### config.mk
export PLATFORM = sky130hd
export DESIGN_NAME = icaf_ctrl
export DESIGN_NICKNAME = d
export VERILOG_FILES = /design/src/hdl/imu_complementary_attitude_filter_macros.svh /design/src/hdl/icaf_pkg.sv /design/src/hdl/icaf_ctrl.sv
export SDC_FILE = /design/constraint.sdc
export NUM_CORES = 1
export LEC_CHECK = 0
export ABC_AREA = 1
export BUFFER_PORTS_ARGS = -buffer_cell sky130_fd_sc_hd__buf_2
export CAP_MARGIN = 10
export CORE_AREA = 2 2 39 41
export CTS_BUF_LIST = sky130_fd_sc_hd__clkbuf_4
export DETAILED_ROUTE_END_ITERATION = 12
export DIE_AREA = 0 0 41 43
export PLACE_DENSITY_LB_ADDON = 0.3
export SETUP_SLACK_MARGIN = 0.4
export SKIP_LAST_GASP = 1
export SLEW_MARGIN = 20
export SYNTH_ARGS = -nofsm -noshare
export SYNTH_HDL_FRONTEND = slang
export SYNTH_SLANG_ARGS = --single-unit
### constraint.sdc
create_clock -name clk -period 1 [get_ports clk]
set_input_delay 0.2 -clock clk [delete_from_list [all_inputs] [get_ports clk]]
set_output_delay 0.2 -clock clk [all_outputs]
set_load 0.03 [all_outputs]
### src/hdl/imu_complementary_attitude_filter_macros.svh
// Assertion helpers for the attitude filter
`ifndef IMU_COMPLEMENTARY_ATTITUDE_FILTER_MACROS_SVH
`define IMU_COMPLEMENTARY_ATTITUDE_FILTER_MACROS_SVH

// same-cycle implication
`define ICAF_ASSERT_NOW(lbl, ante, cons) \
  lbl: assert property (@(posedge clk) disable iff (rst) (ante) |-> (cons)) \
    else $error("attitude filter check failed");

// next-cycle implication
`define ICAF_ASSERT_NEXT(lbl, ante, cons) \
  lbl: assert property (@(posedge clk) disable iff (rst) (ante) |=> (cons)) \
    else $error("attitude filter check failed");

`endif

### src/hdl/icaf_pkg.sv
package icaf_pkg;

  localparam int ITER_W = 6;
  localparam int CORD_W = 28;
  localparam int ROUND_HALF = 62500;
  // 125000 = 15625 << 3; the odd factor is taken by reciprocal multiplication
  localparam int DIV_SHIFT = 3;
  localparam logic [63:0] DIV_ODD = 64'd15625;
  localparam int DIV_ODD_BITS = 14;

  localparam logic [1:0] CFG_W_NORMAL = 2'd0;
  localparam logic [1:0] CFG_W_HIGH   = 2'd1;
  localparam logic [1:0] CFG_ACC_LIM  = 2'd2;

  typedef struct packed {
    logic              load;
    logic              dt;
    logic              prod;
    logic              iter;
    logic              blend;
    logic              commit;
    logic [ITER_W-1:0] cnt;
  } cmd_t;

  // arctan(2^-i) in units of 2^-24 rad
  function automatic logic [CORD_W-1:0] atan_tab(input logic [4:0] i);
    logic [CORD_W-1:0] v;
    case (i)
      5'd0:  v = 28'd13176795;
      5'd1:  v = 28'd7778716;
      5'd2:  v = 28'd4110060;
      5'd3:  v = 28'd2086331;
      5'd4:  v = 28'd1047214;
      5'd5:  v = 28'd524117;
      5'd6:  v = 28'd262123;
      5'd7:  v = 28'd131069;
      5'd8:  v = 28'd65536;
      5'd9:  v = 28'd32768;
      5'd10: v = 28'd16384;
      5'd11: v = 28'd8192;
      5'd12: v = 28'd4096;
      5'd13: v = 28'd2048;
      5'd14: v = 28'd1024;
      5'd15: v = 28'd512;
      5'd16: v = 28'd256;
      5'd17: v = 28'd128;
      5'd18: v = 28'd64;
      5'd19: v = 28'd32;
      5'd20: v = 28'd16;
      5'd21: v = 28'd8;
      5'd22: v = 28'd4;
      5'd23: v = 28'd2;
      default: v = '0;
    endcase
    return v;
  endfunction

endpackage

### src/hdl/icaf_ctrl.sv
module icaf_ctrl
  import icaf_pkg::*;
#(
  parameter int ITER_LAST = 36
) (
  input  logic clk,
  input  logic rst,
  input  logic in_valid,
  output logic in_ready,
  output logic out_valid,
  input  logic out_ready,
  output cmd_t cmd
);

  localparam logic [2:0] S_IDLE  = 3'd0;
  localparam logic [2:0] S_DT    = 3'd1;
  localparam logic [2:0] S_PROD  = 3'd2;
  localparam logic [2:0] S_ITER  = 3'd3;
  localparam logic [2:0] S_BLEND = 3'd4;
  localparam logic [2:0] S_FINAL = 3'd5;

  logic [2:0]        state, state_next;
  logic [ITER_W-1:0] cnt;
  logic              commit;

  assign in_ready = (state == S_IDLE);
  assign commit   = (state == S_FINAL) && (!out_valid || out_ready);

  always_comb begin
    state_next = state;
    case (state)
      S_IDLE:  if (in_valid) state_next = S_DT;
      S_DT:    state_next = S_PROD;
      S_PROD:  state_next = S_ITER;
      S_ITER:  if (cnt == ITER_W'(ITER_LAST)) state_next = S_BLEND;
      S_BLEND: state_next = S_FINAL;
      S_FINAL: if (commit) state_next = S_IDLE;
      default: state_next = S_IDLE;
    endcase
  end

  always_ff @(posedge clk) begin
    if (rst) begin
      state     <= S_IDLE;
      cnt       <= '0;
      out_valid <= 1'b0;
    end else begin
      state <= state_next;
      if (state == S_ITER) cnt <= cnt + 1'b1;
      else cnt <= '0;
      if (commit) out_valid <= 1'b1;
      else if (out_ready) out_valid <= 1'b0;
    end
  end

  always_comb begin
    cmd.load   = in_valid && (state == S_IDLE);
    cmd.dt     = (state == S_DT);
    cmd.prod   = (state == S_PROD);
    cmd.iter   = (state == S_ITER);
    cmd.blend  = (state == S_BLEND);
    cmd.commit = commit;
    cmd.cnt    = cnt;
  end

endmodule

; After elaboration in Yosys (flattened, before gate mapping)
; Cells that the tools add are included.
[word_totals]
rom_bits = 0
mem_count = 0
reg_bits = 10
output_inout_bits = 14
in_bits = 4
ramBits = 0
latchBits = 0
[classes]
n_eq_ne = 9
n_addsub = 1
div_mod_pow = 0
bitwise = 1
shift = 0
n_reduce_logical = 8
mux = 6
mul = 0
magnitude_cmp = 0
[ops]
columns = op, count
row1 = $pmux 3 s6, 1
row2 = $mux 3, 3
row3 = $add 6x1->6 const B, 1
row4 = $eq 3x2->1 const B, 2
row5 = $eq 3x3->1 const B, 2
row6 = $eq 6x6->1 const B, 1
row7 = $ne 2x2->1 const B, 2
row8 = $eq 3x1->1 const B, 1
row9 = $logic_not 3->1, 1
row10 = $reduce_and 3->1, 1
row11 = $logic_and 1x1->1, 2
row12 = $mux 1, 2
row13 = $ne 2x1->1 const B, 1
row14 = $reduce_bool 2->1, 1
row15 = $reduce_or 2->1, 1
row16 = $logic_not 1->1, 1
row17 = $logic_or 1x1->1, 1
row18 = $not 1->1, 1

; Longest topological paths before layout
[logic_depth]
ltp_word = 5
depth_mapped = 7

; Worst setup path before layout
; Ideal clock, no wire load.
[synth_timing]
path_type = reg2reg
from = reg state[1]
to = reg state[1]
period_less_slack_ns = 1.444
arrival_time_ns = 1.374
path_stages_with_launch = 5
slack_ns = -0.444
cell_sequence = dfxtp_1 > inv_1 > nor3_1 > nor2_1 > a21oi_1
[synth_lines]
columns = item, line
row1 = start: declaration, icaf_ctrl.sv:22  ; logic [2:0] state, state_next;
row2 = start signal: assignment, icaf_ctrl.sv:48  ; state <= state_next;

==> results.ini <==
[drt]
drcViolationCount=0
wire_per_inst_um=11.39
dr.pass1.iters=2
vias=615
finalWirelength_um=1469
post_drt_via_cell_ratio=4.767
first_iter_violations=5
ant_nets=0

[cells_and_area]
num_antenna_cells=0
area_delta_synth_final_pct=117.0
final_cell_area_mm2=0.001116
drive_above_1_share=0.7522
finalNetCount=120
fillers=102

[setup_path]
arrival_ns=1.08
rr_worst_depth=6
worstSetupPathType=reg2out
regToRegEndpoint=state[0]
endpoint_kind=output pin
required_ns=0.80
path_max_fanout=5
startpoint_type=flop
r2r_start=cnt[3]
regToRegSetupSlack_ns=-0.15

[yosys]
synthAdderAreaFrac=0.04866
synthXorXnorAreaFrac=0.01703
synth_warnings=0
synth_top_family_by_area=simple AND/OR/NAND/NOR gates
synthCells=74
synth_top_area_cell=dfxtp_1
synth.area.top_cells=dfxtp_1 39%, inv_1 11%, nor2_1 10%, a21oi_1 6.8%, nand2_1 6.6%
synth-seq-area-share=0.3893
synth-compound-area-share=0.1095
ys_types=16
ys_ff_latch=10
synth_top_area_share=0.3893
avgSynthCellArea_um2=6.949
synth_nets=80
synthMuxAreaShare=0
synthSimpleGateAreaFrac=0.3114
synth_area_um2=514.2

[outcome]
outcome=finished with violations
violations=setup timing

[placed_design]
placed_area_um2=787.0
dp.final_hpwl_um=954.9
io_buffers=17
place.gp.congestion=0.6314

[cts]
cts_root_buf=clkbuf_4
cts_tree=built
cts_hold_buf=0
clk_pin_slew_worst_paths_ns=0.06
numCtsBuffers=3
clock-sinks=10
ctsHtreeMaxLevel=1
clockBufferDepth=2
insertion_delay_ns=0.26

[power_and_ir_drop]
leakage_nw=0.4798
power_mw=2.268
max-vdd-ir-drop_mv=1.493
p_per_area_mw_per_mm2=2032

[min_path]
hp-class=in2reg
worstHoldEndpoint=out_valid
worst_hold_startpoint=rst
hold_depth=2

[sta]
hold_violations=0
post-route-period-util=1.277
period_minus_slack_ns=1.277
layout_setup_ws_ns=-0.2773
skew_ns=0.002412
relSlewSlack=0.8456
slew_violations=0
fmax_mhz=782.9
setup_viol=19
tightest_slew_ns=0.2314
rsz0062_at_grt=yes

[floorplan]
die_x_um=41
fp.dieArea_mm2=0.001763
io_pins=18
rows=14
fp.coreArea_mm2=0.001384
initial_core_util=0.3716
die_height_um=43

[global_routing]
gr-total-overflow=0
grt_pass1_vias=602
track_usage=0.1911
grt_max_degree=7
antenna_found_initial=0
grt_pass1_wl_um=2297

[run]
cap_viol_max_count=0

## placed cells by master (no fill, tap or decap)
cell type	netlist	layout
nor3_4	0	3
nand2_1	9	3
nand3_1	5	1
nand3_2	0	3
nor2_1	14	9
nand2_4	0	3
a21oi_2	0	3
nor2_4	1	4
a21oi_1	7	4
ha_4	0	2
buf_2	0	3
xnor2_1	1	1
inv_6	0	1
inv_2	0	2
o21ai_4	0	1
buf_6	0	22
o211ai_1	1	1
nand3_4	0	1
dfxtp_2	0	1
nor3_2	1	1
clkbuf_4	0	4
nor2_2	2	4
o21ai_2	1	1
nand2_2	0	3
dfxtp_4	0	9
buf_4	1	11
inv_1	15	9
inv_4	0	3
## metal layers
metal | track usage | vias up | share of wire
met5 | 0 | - | 0
li1 | - | 313 | -
met1 | 0.1974 | 288 | 0.36
met3 | 0.01571 | 2 | 0.029
met4 | 0.1000 | 0 | 0.0041
met2 | 0.3469 | 12 | 0.61
## final cells by class
class | instances | area (um2) | share of cell area
Timing Repair Buffer | 36 | 345.3 | 0.3094
Sequential cell | 10 | 235.2 | 0.2108
Multi-Input combinational cell | 48 | 416.7 | 0.3733
Inverter | 15 | 68.82 | 0.06166
Clock buffer | 4 | 30.03 | 0.02691
Tap cell | 16 | 20.02 | 0.01794
## power breakdown
| part | internal [mW] | switching (mW) | total (mW) |
|---|---|---|---|
| Combinational | 0.637 | 0.696 | 1.33 |
| Clock | 0.181 | 0.131 | 0.312 |
| Sequential | 0.473 | 0.150 | 0.623 |
| Total | 1.29 | 0.977 | 2.27 |
## what timing repair did
item / CTS / global route
pin swaps: 7 / 10
cloned: 0 / 0
setup buffers: 6 / 2
resized for setup: 53 / 13
endpoints found under the setup margin: 24 / 24
## per-stage QoR
step                      hold slack (ns)  std cells  setup TNS [ns]  utilization  setup slack (ns)
after floorplan                    0.2594         74         -0.4901            -           -0.1129
after global placement             0.3992        117         -0.5567       0.5687           -0.1212
after detailed placement           0.3999        117         -0.7368       0.5687           -0.1362
after CTS                          0.1202        127          -2.557       0.7550           -0.3010
after global routing               0.1345        129          -3.785       0.8065           -0.3369
final                              0.1360        129          -2.745       0.8065           -0.2773
## state kept, by name, indices dropped and copies added (netlist names)
name       count
state          3
cnt            6
out_valid      1
## how the worst max path moves through the flow
| stage | endpoint | start | cells after the start |
|---|---|---|---|
| 6_report | cmd[9] | state[1] | 3 |
| 5_1_grt | cmd[10] | state[0] | 4 |
| 4_1_cts | cmd[6] | state[1] | 4 |
| 3_5_place_dp | state[2] | state[0] | 6 |
| 3_3_place_gp | state[2] | state[0] | 6 |
| 2_1_floorplan | state[2] | state[0] | 5 |
## cell usage after synthesis (all sizes together)
master,instances
nor3,4
dfxtp,10
o211ai,1
nand3,5
buf,1
inv,15
o21ai,2
a21oi,7
ha,2
nor2,17
xnor2,1
nand2,9
## cell families after synthesis
group,after synthesis
buf+inv,16
fa+ha+maj,2
flops,10
simple gates,35
xor+xnor,1
compound gates,10
## worst max-delay path, cell delays in order, from the launching register on
cell	delay [ns]
dfxtp_4	0.42
inv_6	0.06
nor3_4	0.19
buf_6	0.15
No activity file was read; power rests on OpenSTA's default activity.
